## config.mk

```make
export PLATFORM = sky130hd
export DESIGN_NAME = momentum_oscillator_events_unit
export DESIGN_NICKNAME = d
export VERILOG_FILES = /design/src/hdl/moe_pkg.sv /design/src/hdl/moe_ram.sv /design/src/hdl/moe_divider.sv /design/src/hdl/momentum_oscillator_events_unit.sv
export SDC_FILE = /design/constraint.sdc
export NUM_CORES = 2
export LEC_CHECK = 0
export ABC_AREA = 1
export BUFFER_PORTS_ARGS = -buffer_cell sky130_fd_sc_hd__buf_2
export CORE_ASPECT_RATIO = 2
export CORE_MARGIN = 8
export CORE_UTILIZATION = 35
export DETAILED_ROUTE_END_ITERATION = 6
export GPL_TIMING_DRIVEN = 0
export PLACE_DENSITY = 0.53
export SKIP_CTS_REPAIR_TIMING = 1
export SYNTH_ARGS = -nofsm -noshare
export SYNTH_HDL_FRONTEND = slang
export SYNTH_SLANG_ARGS = --single-unit
```

## constraint.sdc

```tcl
create_clock -name clk -period 11.2 [get_ports clk]
set_clock_uncertainty 0.05 [all_clocks]
set_input_delay 2.24 -clock clk [delete_from_list [all_inputs] [get_ports clk]]
set_output_delay 2.24 -clock clk [all_outputs]
set_load 0.01 [all_outputs]
```

## src/hdl/moe_pkg.sv

```systemverilog
// ----------------------------------------------------------------------------
// moe_pkg
// types and fixed widths shared by the momentum oscillator events unit
// ----------------------------------------------------------------------------
package moe_pkg;

  localparam int OSC_W       = 16;
  localparam int QUO_W       = 15;
  localparam int DIV_CNT_W   = 4;
  localparam int CNT_W       = 32;
  localparam int WIN_REG_W   = 7;
  localparam int LEVEL_W     = 16;
  localparam int CFG_IDX_W   = 8;
  localparam int CFG_DATA_W  = 16;
  localparam int OUT_TDATA_W = 120;

  // 25600 = 2^14 + 2^13 + 2^10
  localparam int SCALE_SH_A = 14;
  localparam int SCALE_SH_B = 13;
  localparam int SCALE_SH_C = 10;

  localparam logic [WIN_REG_W-1:0] WINDOW_RESET     = 7'd14;
  localparam logic [WIN_REG_W-1:0] MIN_SAMPLES_RESET = 7'd14;
  localparam logic signed [LEVEL_W-1:0] OVERBOUGHT_RESET = 16'sd12800;
  localparam logic signed [LEVEL_W-1:0] OVERSOLD_RESET   = -16'sd12800;

  typedef enum logic [CFG_IDX_W-1:0] {
    CFG_WINDOW_LENGTH = 8'd0,
    CFG_MIN_SAMPLES   = 8'd1,
    CFG_OVERBOUGHT    = 8'd2,
    CFG_OVERSOLD      = 8'd3
  } cfg_reg_e;

  typedef enum logic [3:0] {
    ST_IDLE,
    ST_RD_PREV,
    ST_RD_OLD,
    ST_RD_NEXT,
    ST_UPDATE,
    ST_PREP1,
    ST_PREP2,
    ST_DIV,
    ST_EVAL,
    ST_OUT
  } moe_state_t;

  typedef struct packed {
    logic busy;
    logic done;
  } div_status_t;

endpackage

```

## src/hdl/moe_ram.sv

```systemverilog
// ----------------------------------------------------------------------------
// moe_ram
// generic single write port, single read port ram with registered read
// ----------------------------------------------------------------------------
module moe_ram #(
  parameter int WIDTH = 24,
  parameter int DEPTH = 65
) (
  input  logic                     clk,
  input  logic                     wr_en,
  input  logic [$clog2(DEPTH)-1:0] wr_addr,
  input  logic [WIDTH-1:0]         wr_data,
  input  logic [$clog2(DEPTH)-1:0] rd_addr,
  output logic [WIDTH-1:0]         rd_data
);

  logic [WIDTH-1:0] mem [DEPTH];

  always_ff @(posedge clk) begin
    if (wr_en) begin
      mem[wr_addr] <= wr_data;
    end
    rd_data <= mem[rd_addr];
  end

endmodule

```

## src/hdl/moe_divider.sv

```systemverilog
// ----------------------------------------------------------------------------
// moe_divider
// restoring divider, one quotient bit per cycle, quotient known to fit
// ----------------------------------------------------------------------------
module moe_divider #(
  parameter int DEN_W = 30
) (
  input  logic                            clk,
  input  logic                            rst,
  input  logic                            start,
  input  logic [DEN_W+moe_pkg::QUO_W-1:0] num,
  input  logic [DEN_W-1:0]                den,
  output logic [moe_pkg::QUO_W-1:0]       quot,
  output moe_pkg::div_status_t            status
);

  import moe_pkg::*;

  localparam int NUM_W = DEN_W + QUO_W;

  logic [DEN_W-1:0]     rem;
  logic [DEN_W-1:0]     dsr;
  logic [QUO_W-1:0]     low;
  logic [DIV_CNT_W-1:0] cnt;
  logic [DEN_W:0]       trial;
  logic [DEN_W:0]       trial_sub;
  logic                 ge;

  assign trial     = {rem, low[QUO_W-1]};
  assign ge        = trial >= {1'b0, dsr};
  assign trial_sub = trial - {1'b0, dsr};

  always_ff @(posedge clk) begin
    if (rst) begin
      status <= '0;
      cnt    <= '0;
    end else if (start) begin
      rem         <= num[NUM_W-1:QUO_W];
      low         <= num[QUO_W-1:0];
      dsr         <= den;
      quot        <= '0;
      cnt         <= DIV_CNT_W'(QUO_W);
      status.busy <= 1'b1;
      status.done <= 1'b0;
    end else if (status.busy) begin
      rem  <= ge ? trial_sub[DEN_W-1:0] : trial[DEN_W-1:0];
      low  <= {low[QUO_W-2:0], 1'b0};
      quot <= {quot[QUO_W-2:0], ge};
      cnt  <= cnt - DIV_CNT_W'(1);
      if (cnt == DIV_CNT_W'(1)) begin
        status.busy <= 1'b0;
        status.done <= 1'b1;
      end
    end else begin
      status.done <= 1'b0;
    end
  end

endmodule

```

## src/hdl/momentum_oscillator_events_unit.sv

```systemverilog
// ----------------------------------------------------------------------------
// momentum oscillator events unit
// a computed item with movement passes through the 15-step divider before its result,
// and the next item is taken only after the result has been handed to the output
// zero movement skips the divider
// an item that does not compute skips the oscillator steps and goes straight to output
// synchronous reset returns to idle, clears the ring, sums, flags and counters and loads the register defaults
// ----------------------------------------------------------------------------
module momentum_oscillator_events_unit #(
  parameter int MAX_WINDOW  = 64,
  parameter int SAMPLE_BITS = 24
) (
  input  logic                                 clk,
  input  logic                                 rst,
  input  logic                                 s_axis_tvalid,
  output logic                                 s_axis_tready,
  // [SAMPLE_BITS-1:0] sample
  input  logic [((SAMPLE_BITS+7)/8)*8-1:0]     s_axis_tdata,
  output logic                                 m_axis_tvalid,
  input  logic                                 m_axis_tready,
  // [15:0] oscillator, [16] computed, [17] in_overbought, [18] in_oversold,
  // [19] overbought_fired, [20] oversold_fired, [52:21] overbought_count,
  // [84:53] oversold_count, [116:85] item_count
  output logic [moe_pkg::OUT_TDATA_W-1:0]      m_axis_tdata,
  input  logic                                 cfg_valid,
  output logic                                 cfg_ready,
  input  logic [moe_pkg::CFG_IDX_W-1:0]        cfg_index,
  input  logic [moe_pkg::CFG_DATA_W-1:0]       cfg_data
);

  import moe_pkg::*;

  localparam int AW    = $clog2(MAX_WINDOW + 1);
  localparam int CW    = $clog2(MAX_WINDOW + 2);
  localparam int XW    = (CW > 8) ? CW : 8;
  localparam int SB    = SAMPLE_BITS;
  localparam int DIF_W = SAMPLE_BITS + 1;
  localparam int SUM_W = SAMPLE_BITS + $clog2(MAX_WINDOW);
  localparam int NUM_W = SUM_W + QUO_W;

  moe_state_t state, state_next;

  // configuration
  logic [WIN_REG_W-1:0]      win_len;
  logic [WIN_REG_W-1:0]      min_smp;
  logic signed [LEVEL_W-1:0] ob_lvl;
  logic signed [LEVEL_W-1:0] os_lvl;

  // ring and sums
  logic signed [SB-1:0]    smp;
  logic signed [SB-1:0]    old_s;
  logic signed [DIF_W-1:0] dnew;
  logic [AW-1:0]           head;
  logic [CW-1:0]           fill;
  logic [SUM_W-1:0]        rise;
  logic [SUM_W-1:0]        fall;
  logic [SUM_W-1:0]        den;
  logic signed [SUM_W:0]   dif;
  logic                    neg;
  logic                    comp;
  logic signed [OSC_W-1:0] osc_new;

  // result state
  logic signed [OSC_W-1:0] last_osc;
  logic                    ob_flag;
  logic                    os_flag;
  logic [CNT_W-1:0]        ob_cnt;
  logic [CNT_W-1:0]        os_cnt;
  logic [CNT_W-1:0]        rec_cnt;

  // sequencer controls
  logic          ram_we;
  logic [AW-1:0] ram_raddr;
  logic [SB-1:0] ram_rdata;
  logic          div_start;
  div_status_t   div_st;
  logic [QUO_W-1:0] quot;
  logic          out_free;

  // window geometry
  logic [XW-1:0] win_ext;
  logic [XW-1:0] eff_w;
  logic [CW-1:0] depth;
  logic [XW-1:0] need_raw;
  logic [XW-1:0] need;
  logic [AW-1:0] head_prev;
  logic [AW-1:0] head_next;
  logic          full;
  logic [CW-1:0] fill_new;
  logic          do_comp;

  assign win_ext  = XW'(win_len);
  assign eff_w    = (win_ext < XW'(2)) ? XW'(2) :
                    (win_ext > XW'(MAX_WINDOW)) ? XW'(MAX_WINDOW) : win_ext;
  assign depth    = CW'(eff_w + XW'(1));
  assign need_raw = XW'(min_smp) + XW'(1);
  assign need     = (need_raw < XW'(2)) ? XW'(2) : need_raw;
  assign head_prev = (head == '0) ? AW'(depth - CW'(1)) : head - AW'(1);
  assign head_next = ((CW'(head) + CW'(1)) == depth) ? '0 : head + AW'(1);
  assign full     = (fill == depth);
  assign fill_new = full ? fill : fill + CW'(1);
  assign do_comp  = XW'(fill_new) >= need;

  // difference bookkeeping
  logic signed [DIF_W-1:0] dold;
  logic signed [DIF_W-1:0] dnew_neg;
  logic signed [DIF_W-1:0] dold_neg;
  logic [SUM_W-1:0]        rise_add, fall_add, rise_sub, fall_sub;
  logic                    have_prev;

  assign dold      = $signed({ram_rdata[SB-1], ram_rdata}) - $signed({old_s[SB-1], old_s});
  assign dnew_neg  = -dnew;
  assign dold_neg  = -dold;
  assign have_prev = (fill != '0);
  assign rise_add  = (have_prev && !dnew[DIF_W-1] && dnew != '0) ?
                     SUM_W'(dnew[SB-1:0]) : '0;
  assign fall_add  = (have_prev && dnew[DIF_W-1]) ? SUM_W'(dnew_neg[SB-1:0]) : '0;
  assign rise_sub  = (full && !dold[DIF_W-1] && dold != '0) ?
                     SUM_W'(dold[SB-1:0]) : '0;
  assign fall_sub  = (full && dold[DIF_W-1]) ? SUM_W'(dold_neg[SB-1:0]) : '0;

  // scaled numerator
  logic signed [SUM_W:0] dif_neg;
  logic [SUM_W-1:0]      mag;
  logic [NUM_W-1:0]      mag_x;
  logic [NUM_W-1:0]      num;

  assign dif_neg = -dif;
  assign mag     = dif[SUM_W] ? dif_neg[SUM_W-1:0] : dif[SUM_W-1:0];
  assign mag_x   = NUM_W'(mag);
  assign num     = (mag_x << SCALE_SH_A) + (mag_x << SCALE_SH_B) + (mag_x << SCALE_SH_C);

  // result assembly
  logic                    cur_ob, cur_os, fire_ob, fire_os, ob_flag_n, os_flag_n;
  logic signed [OSC_W-1:0] last_osc_n;
  logic [CNT_W-1:0]        ob_cnt_n, os_cnt_n, rec_cnt_n;
  logic signed [OSC_W-1:0] q_ext;

  assign q_ext      = OSC_W'(quot);
  assign cur_ob     = osc_new > ob_lvl;
  assign cur_os     = osc_new < os_lvl;
  assign fire_ob    = comp && cur_ob && !ob_flag;
  assign fire_os    = comp && cur_os && !os_flag;
  assign ob_flag_n  = comp ? cur_ob : ob_flag;
  assign os_flag_n  = comp ? cur_os : os_flag;
  assign last_osc_n = comp ? osc_new : last_osc;
  assign ob_cnt_n   = (fire_ob && ob_cnt != '1) ? ob_cnt + CNT_W'(1) : ob_cnt;
  assign os_cnt_n   = (fire_os && os_cnt != '1) ? os_cnt + CNT_W'(1) : os_cnt;
  assign rec_cnt_n  = (rec_cnt != '1) ? rec_cnt + CNT_W'(1) : rec_cnt;
  assign out_free   = !m_axis_tvalid || m_axis_tready;

  moe_ram #(
    .WIDTH (SB),
    .DEPTH (MAX_WINDOW + 1)
  ) u_ring (
    .clk     (clk),
    .wr_en   (ram_we),
    .wr_addr (head),
    .wr_data (smp),
    .rd_addr (ram_raddr),
    .rd_data (ram_rdata)
  );

  moe_divider #(
    .DEN_W (SUM_W)
  ) u_div (
    .clk    (clk),
    .rst    (rst),
    .start  (div_start),
    .num    (num),
    .den    (den),
    .quot   (quot),
    .status (div_st)
  );

  always_ff @(posedge clk) begin
    if (rst) begin
      state <= ST_IDLE;
    end else begin
      state <= state_next;
    end
  end

  always_comb begin
    state_next    = state;
    ram_we        = 1'b0;
    ram_raddr     = head;
    div_start     = 1'b0;
    s_axis_tready = 1'b0;
    cfg_ready     = 1'b0;
    unique case (state)
      ST_IDLE: begin
        s_axis_tready = 1'b1;
        cfg_ready     = 1'b1;
        if (s_axis_tvalid) begin
          state_next = ST_RD_PREV;
        end
      end
      ST_RD_PREV: begin
        ram_raddr  = head_prev;
        state_next = ST_RD_OLD;
      end
      ST_RD_OLD: begin
        ram_raddr  = head;
        state_next = ST_RD_NEXT;
      end
      ST_RD_NEXT: begin
        ram_raddr  = head_next;
        state_next = ST_UPDATE;
      end
      ST_UPDATE: begin
        ram_we     = 1'b1;
        state_next = do_comp ? ST_PREP1 : ST_OUT;
      end
      ST_PREP1: begin
        state_next = ST_PREP2;
      end
      ST_PREP2: begin
        if (den == '0) begin
          state_next = ST_EVAL;
        end else begin
          div_start  = 1'b1;
          state_next = ST_DIV;
        end
      end
      ST_DIV: begin
        if (div_st.done) begin
          state_next = ST_EVAL;
        end
      end
      ST_EVAL: begin
        state_next = ST_OUT;
      end
      ST_OUT: begin
        if (out_free) begin
          state_next = ST_IDLE;
        end
      end
      default: begin
        state_next = ST_IDLE;
      end
    endcase
  end

  // datapath
  always_ff @(posedge clk) begin
    if (rst) begin
      win_len       <= WINDOW_RESET;
      min_smp       <= MIN_SAMPLES_RESET;
      ob_lvl        <= OVERBOUGHT_RESET;
      os_lvl        <= OVERSOLD_RESET;
      head          <= '0;
      fill          <= '0;
      rise          <= '0;
      fall          <= '0;
      last_osc      <= '0;
      ob_flag       <= 1'b0;
      os_flag       <= 1'b0;
      ob_cnt        <= '0;
      os_cnt        <= '0;
      rec_cnt       <= '0;
      m_axis_tvalid <= 1'b0;
    end else begin
      if (state == ST_OUT && out_free) begin
        m_axis_tvalid <= 1'b1;
      end else if (m_axis_tready) begin
        m_axis_tvalid <= 1'b0;
      end
      unique case (state)
        ST_IDLE: begin
          smp <= s_axis_tdata[SB-1:0];
          if (cfg_valid) begin
            priority case (cfg_index)
              CFG_WINDOW_LENGTH: win_len <= cfg_data[WIN_REG_W-1:0];
              CFG_MIN_SAMPLES:   min_smp <= cfg_data[WIN_REG_W-1:0];
              CFG_OVERBOUGHT:    ob_lvl  <= cfg_data[LEVEL_W-1:0];
              CFG_OVERSOLD:      os_lvl  <= cfg_data[LEVEL_W-1:0];
              default: ;
            endcase
            if (cfg_index == CFG_WINDOW_LENGTH || cfg_index == CFG_MIN_SAMPLES ||
                cfg_index == CFG_OVERBOUGHT || cfg_index == CFG_OVERSOLD) begin
              head     <= '0;
              fill     <= '0;
              rise     <= '0;
              fall     <= '0;
              last_osc <= '0;
              ob_flag  <= 1'b0;
              os_flag  <= 1'b0;
              ob_cnt   <= '0;
              os_cnt   <= '0;
              rec_cnt  <= '0;
            end
          end
        end
        ST_RD_OLD: begin
          dnew <= $signed({smp[SB-1], smp}) - $signed({ram_rdata[SB-1], ram_rdata});
        end
        ST_RD_NEXT: begin
          old_s <= ram_rdata;
        end
        ST_UPDATE: begin
          rise <= rise + rise_add - rise_sub;
          fall <= fall + fall_add - fall_sub;
          fill <= fill_new;
          head <= head_next;
          comp <= do_comp;
        end
        ST_PREP1: begin
          den <= rise + fall;
          dif <= $signed({1'b0, rise}) - $signed({1'b0, fall});
        end
        ST_PREP2: begin
          neg <= dif[SUM_W];
        end
        ST_EVAL: begin
          osc_new <= (den == '0) ? '0 : (neg ? -q_ext : q_ext);
        end
        ST_OUT: begin
          if (out_free) begin
            last_osc      <= last_osc_n;
            ob_flag       <= ob_flag_n;
            os_flag       <= os_flag_n;
            ob_cnt        <= ob_cnt_n;
            os_cnt        <= os_cnt_n;
            rec_cnt       <= rec_cnt_n;
            m_axis_tdata  <= {3'b000, rec_cnt_n, os_cnt_n, ob_cnt_n, fire_os, fire_ob,
                              os_flag_n, ob_flag_n, comp, last_osc_n};
          end
        end
        default: ;
      endcase
    end
  end

endmodule

```

# == Yosys cells after proc, flatten, opt, wreduce, memory -nomap -nowiden ==
# Memories as Yosys holds them, arrays and structs flattened. A register that Yosys moved wholly into a read port is not among the register bits.
# Index checks and enable logic that the tools add are counted.
# word_totals
ramBits,1560
memories,1
output_inout_bits,123
word_cells,215
inputBits,53
regBits,604
# classes
n_reduce_logical,52
n_addsub,25
mux,71
n_eq_ne,23
n_bitwise,3
order_cmp,7
# mem_list
name,depth,word_bits,read_ports,rd_clocked_by_memory_dff,write_ports,line_no,source
u_ring.mem,65,24,1,1,1,moe_ram.sv:17,logic [WIDTH-1:0] mem [DEPTH];
# op_table
cell,n
two-way mux 32 bit,8
case mux 32 bit (2 select lines),3
two-way mux 30 bit,6
case mux 30 bit (2 select lines),2
adder 32 x 1 -> 32 bit (second input constant),3
two-way mux 24 bit,4
inequality test 32 bit (second input constant),3
two-way mux 16 bit,4
adder 30 x 24 -> 30 bit,2
two-way mux 15 bit,4
subtractor 30 x 24 -> 30 bit,2
nonzero test 25 bit,2
subtractor 24 x 24 -> 25 bit,2
two-way mux 7 bit,7
negation 24 bit,2
adder 44 x 43 -> 45 bit,1
adder 45 x 40 -> 45 bit,1
case mux 7 bit (2 select lines),3
case mux 4 bit (10 select lines),1
case mux 16 bit (2 select lines),1
greater-or-equal comparator 31 x 30 -> 1 bit,1
subtractor 30 x 30 -> 31 bit,1
adder 30 bit,1
zero test 30 bit,1
41 further kinds,116

# == Logic depth before layout (Yosys ltp) ==
# depth
ltp_word,10
ltp_mapped,42
ltp_nobuf,42

# == Cells and area by module ==
# A second synthesis with hierarchy kept.
# hier_totals
hier_cells,11104
area_unflattened_um2,107330.4
# modules_own_cells
module,cells_per_inst,area_per_inst_um2,seq_area_each_um2,n_inst
moe_ram,5259,63553.5,47325.4,1
momentum_oscillator_events_unit,4975,37242.0,12832.3,1
moe_divider,870,6535.0,2822.7,1

# == Worst setup path after synthesis ==
# Ideal clock, no wire load.
# synth_path
path_type,input -> register
from,input port rst
to,register m_axis_tdata[0] (netlist bit) (enable)
stages,3
t_arrival_ns,10.565
path_buffers,2
setup_time_ns,0.737
slack_ns,-0.152
required_time_ns,10.413
path_cell_list,clkbuf_1 > clkbuf_1 > nor3_1
# synth_between
elab_chain_cells,2
# synth_rtl
element,line_no,source
from (decl),momentum_oscillator_events_unit.sv:14,"input logic rst,"
inverter 1 bit (no line),--,
AND reduction 3 bit (no line),--,
to (signal assigned),momentum_oscillator_events_unit.sv:326,"m_axis_tdata <= {3'b000, rec_cnt_n, os_cnt_n, ob_cnt_n, fire_os, fire_ob,"
to (decl),momentum_oscillator_events_unit.sv:24,"output logic [moe_pkg::OUT_TDATA_W-1:0] m_axis_tdata,"
# Every way passes these cells.
# A chain may end at the register's enable or synchronous reset.

# == Worst setup path after layout ==
# layout_path
from,register u_ring.rd_data[0] (read register of u_ring.mem)
to,register rise[28]
# layout_between
elab_chain_cells,7
elab_cells_between_ends,8
cone_classes,2 x add/sub; 2 x mux; 4 x reduce/logical
# layout_rtl
element,line_no,source
from (decl),moe_ram.sv:14,output logic [WIDTH-1:0] rd_data
subtractor 24 x 24 -> 25 bit (*),momentum_oscillator_events_unit.sv:111,"assign dold = $signed({ram_rdata[SB-1], ram_rdata}) - $signed({old_s[SB-1], old_s});"
branches (longest 3 deep; another with nonzero test 25 bit),--,
two-way mux 24 bit (*),momentum_oscillator_events_unit.sv:118,assign rise_sub = (full && !dold[DIF_W-1] && dold != '0) ?
subtractor 30 x 24 -> 30 bit (*),momentum_oscillator_events_unit.sv:302,rise <= rise + rise_add - rise_sub;
case mux 30 bit (2 select lines) (*),momentum_oscillator_events_unit.sv:269,unique case (state)
to (signal assigned),momentum_oscillator_events_unit.sv:302,
to (decl),momentum_oscillator_events_unit.sv:55,logic [SUM_W-1:0] rise;
# Mark *: on every way between the ends.

==> results by group <==
Outcome
  – Outcome: complete, but fails checks
  – Failing checks: DRC, capacitance limit, slew limit

Layout
  – Sequential cell area: 62700 sq um
  – Nets: 12300
  – Most frequent cells in the layout: nand2_1 (2185), edfxtp_1 (1908), inv_1 (1841)
  – P&R area growth vs syn: 15.6%
  – Commonest non-fill, non-tap cell in the layout: nand2_1
  – Final instance area: 126000 sq um
  – Multi-input gate area: 37500 sq um
  – Layout fillers: 30300
  – Layout cells sized above 1: under 10%

Synthesis
  – Synth cell types: 64
  – Main flop type after synthesis: edfxtp_1
  – Syn Area/Cell: 9.60 sq um
  – YS warnings: 0
  – Post-synthesis register bit count: 2177
  – Post-synthesis instance area: 109000 sq um
  – Post-synth EDFFs: 1908
  – Post-synthesis async set-or-reset flop share: 0%
  – Syn Inst Count: 11400
  – Sequential area share after synthesis: 57.3%

Setup path
  – R2R depth: 32
  – CP Class: reg2reg
  – Critical Path Most Common Cell: nand2_1
  – R2R Setup Slk: roughly 2700 ps
  – Crit. End Element: flip-flop
  – Reg2reg end: rise[28]
  – FF-to-FF Start: u_ring.rd_data[0]
  – Slowest Stage Delay on Critical Path: 1050 ps
  – Crit path max-delay cell type: o31ai_1
  – Arr. time, crit path: 9180 ps
  – Worst-path maximum fanout: 10
  – Family with the most delay on the worst path: simple AND/OR/NAND/NOR gates
  – Worst setup SP type: flip-flop
  – Critical Path RT: ~12000 ps
  – Buffers and inverters on the worst path: 5

STA
  – Final min period: between 8000 and 9000 ps
  – RSZ-0062 raised after global routing: false
  – Worst slew pin tran: 1560 ps
  – Final worst slack: 2680 ps
  – Relative slew slack: -3.75%
  – Max Fclk: approximately 120 MHz
  – Setup tns final: 0 ps
  – Worst hold slack: 376 ps
  – Count of pins over their slew limit: 32
  – Final period utilization: 76.1%
  – Setup Viol. Count Final: 0
  – Final hold vios: 0

GRT
  – Initial antenna violation count: 11
  – Grt met1 use: between 20% and 30%
  – Vias in the first global route: 84700
  – First-pass GRT wire length: 571000 um
  – Gr ovfl total: 0
  – Met2 usage: a little under half
  – Total GRT Usage: about a quarter
  – GR peak layer: met2
  – Met3 Usage GRT: ~2.6%
  – Largest net degree at the start of global routing: 36

Detailed routing
  – Drt drc: 1
  – Routed vias/inst: 5.12
  – DRT iter0 DRCs: just over 6000
  – DR WL/cell: 24.9 um
  – Total number of vias: 82800
  – Final WL: 403000 um
  – Initial DRT Pass Iterations: 7
  – Post-route ant nets: 0

Place
  – Placed wire-length estimate: 318000 um
  – DP Worst Slack: 2830 ps
  – Global placement routability congestion: between 1 and 1.5
  – PortBufs: 171
  – DP Area: 119000 sq um

Run
  – Maxcap violations: 3

Clock network
  – CTS max path bufs: 4
  – CTS tree: yes
  – Htree depth: 4
  – CTS Buf Count: 207
  – Clock slew at reported path FFs: 70 ps
  – CTS Sinks: 2177
  – Worst-Skew Late Latency: 930 ps
  – Root buf cell: clkbuf_16

Min path
  – Hold-critical path depth: 2
  – Hold Path Sink: u_ring.rd_data[23]
  – Hold_sp: u_ring.mem[64][23]
  – Worst Hold Class: reg2reg

Floorplanning
  – Initial Utilization: 35.1%
  – Row Count: 290
  – Die Span Y: 806 um
  – Top-level I/O count: roughly 180
  – Core Area: between 300000 and 400000 sq um
  – Die ar.: roughly 330000 sq um
  – Die Width: between 400 and 500 um

Power
  – Maximum vdd ir drop: roughly 150 uV
  – Pleak: slightly above 50 nW
  – Total power: 28.7 mW
  – Power Density: 227 nW/um^2
-- Yosys cell counts (40+ instances only) --
cell	n	share of area (%)
inv_1	1841	6.3
buf_1	81	0.28
a21oi_1	503	2.3
nor4_1	42	0.24
clkbuf_1	260	0.89
xor2_1	189	1.5
nand2_1	2186	7.5
fa_1	80	1.5
buf_2	120	0.55
o21ai_0	304	1.4
nand3_1	1721	7.9
nand4_1	64	0.37
edfxtp_1	1908	52
dfxtp_1	269	4.9
ha_1	285	3.3
nor3_1	94	0.43
buf_6	60	0.62
nand3b_1	461	3.2
o22ai_1	40	0.23
nor2_1	516	1.8
xnor2_1	82	0.66
-- layer usage --
layer | part of all wire [%] | up-vias
met5 | 0 | -
li1 | - | 39200
met4 | 11 | 0
met1 | 31 | 39800
met3 | 4.0 | 1104
met2 | 55 | 2636
-- state kept, by name, summed over array words and instances (netlist names), 16 cells and up --
signal	flops
den	30
u_div.dsr	30
ob_lvl	16
last_osc	16
smp	24
old_s	24
u_ring.mem	1560
m_axis_tdata	117
u_div.rem	30
u_ring.rd_data	24
os_lvl	16
os_cnt	32
rec_cnt	32
dnew	25
rise	30
dif	30
osc_new	16
fall	30
ob_cnt	32
-- stage by stage --
step,util [%],cells
final,40.6,16200
after global routing,40.6,16200
after floorplan,-,11400
after global placement,37.0,15600
after detailed placement,38.4,15800
after CTS,40.6,16200
-- cell type report --
| type | count | area share (%) |
|---|---|---|
| clock buffer | 254 | 4.41 |
| sequential | 2177 | 49.6 |
| timing repair buffer | 325 | 3.62 |
| clock inverter | 118 | 1.10 |
| tap | 4088 | 4.04 |
| antenna | 9 | 0.0178 |
| inverter | 1857 | 5.51 |
| buffer | 534 | 2.10 |
| multi-input combinational | 6822 | 29.6 |
-- logic make-up after synthesis --
kind of cell	share of synthesized area (%)
AND/OR/NAND/NOR	21.8
buffers and inverters	8.80
flip-flops	57.3
AO/OA/AOI/OAI	5.20
adder cells (fa/ha/maj)	4.73
XOR/XNOR	2.17
other	0.00343
multiplexers	0.00915
-- power breakdown --
group	total (mW)	switching [mW]	internal [mW]
clock network	7.46	3.30	4.16
registers	9.57	0.217	9.36
logic	11.7	8.52	3.17
-- worst reg2reg max path, delay by kind of cell (launching register included) --
family,cells,cell delay [ps]
and+or+nand+nor,15,3100
AOI/OAI and AO/OA,7,2370
adders and majority gates,4,1500
DFF,1,350
buffers and inverters,5,650
xor gates and xnor gates,1,300
-- worst max path at each step --
stage	startpoint	end	slack, ps	cells after the start
after floorplan	rst	m_axis_tdata[0]	3450	3
after global placement	rst	m_axis_tdata[104]	1060	3
after detailed placement	old_s[0]	rise[28]	2830	31
after CTS	old_s[0]	rise[28]	2770	31
after global routing	u_ring.rd_data[0]	rise[28]	2390	32
final	u_ring.rd_data[0]	rise[28]	2680	32
(Power assumes the default switching activity.)
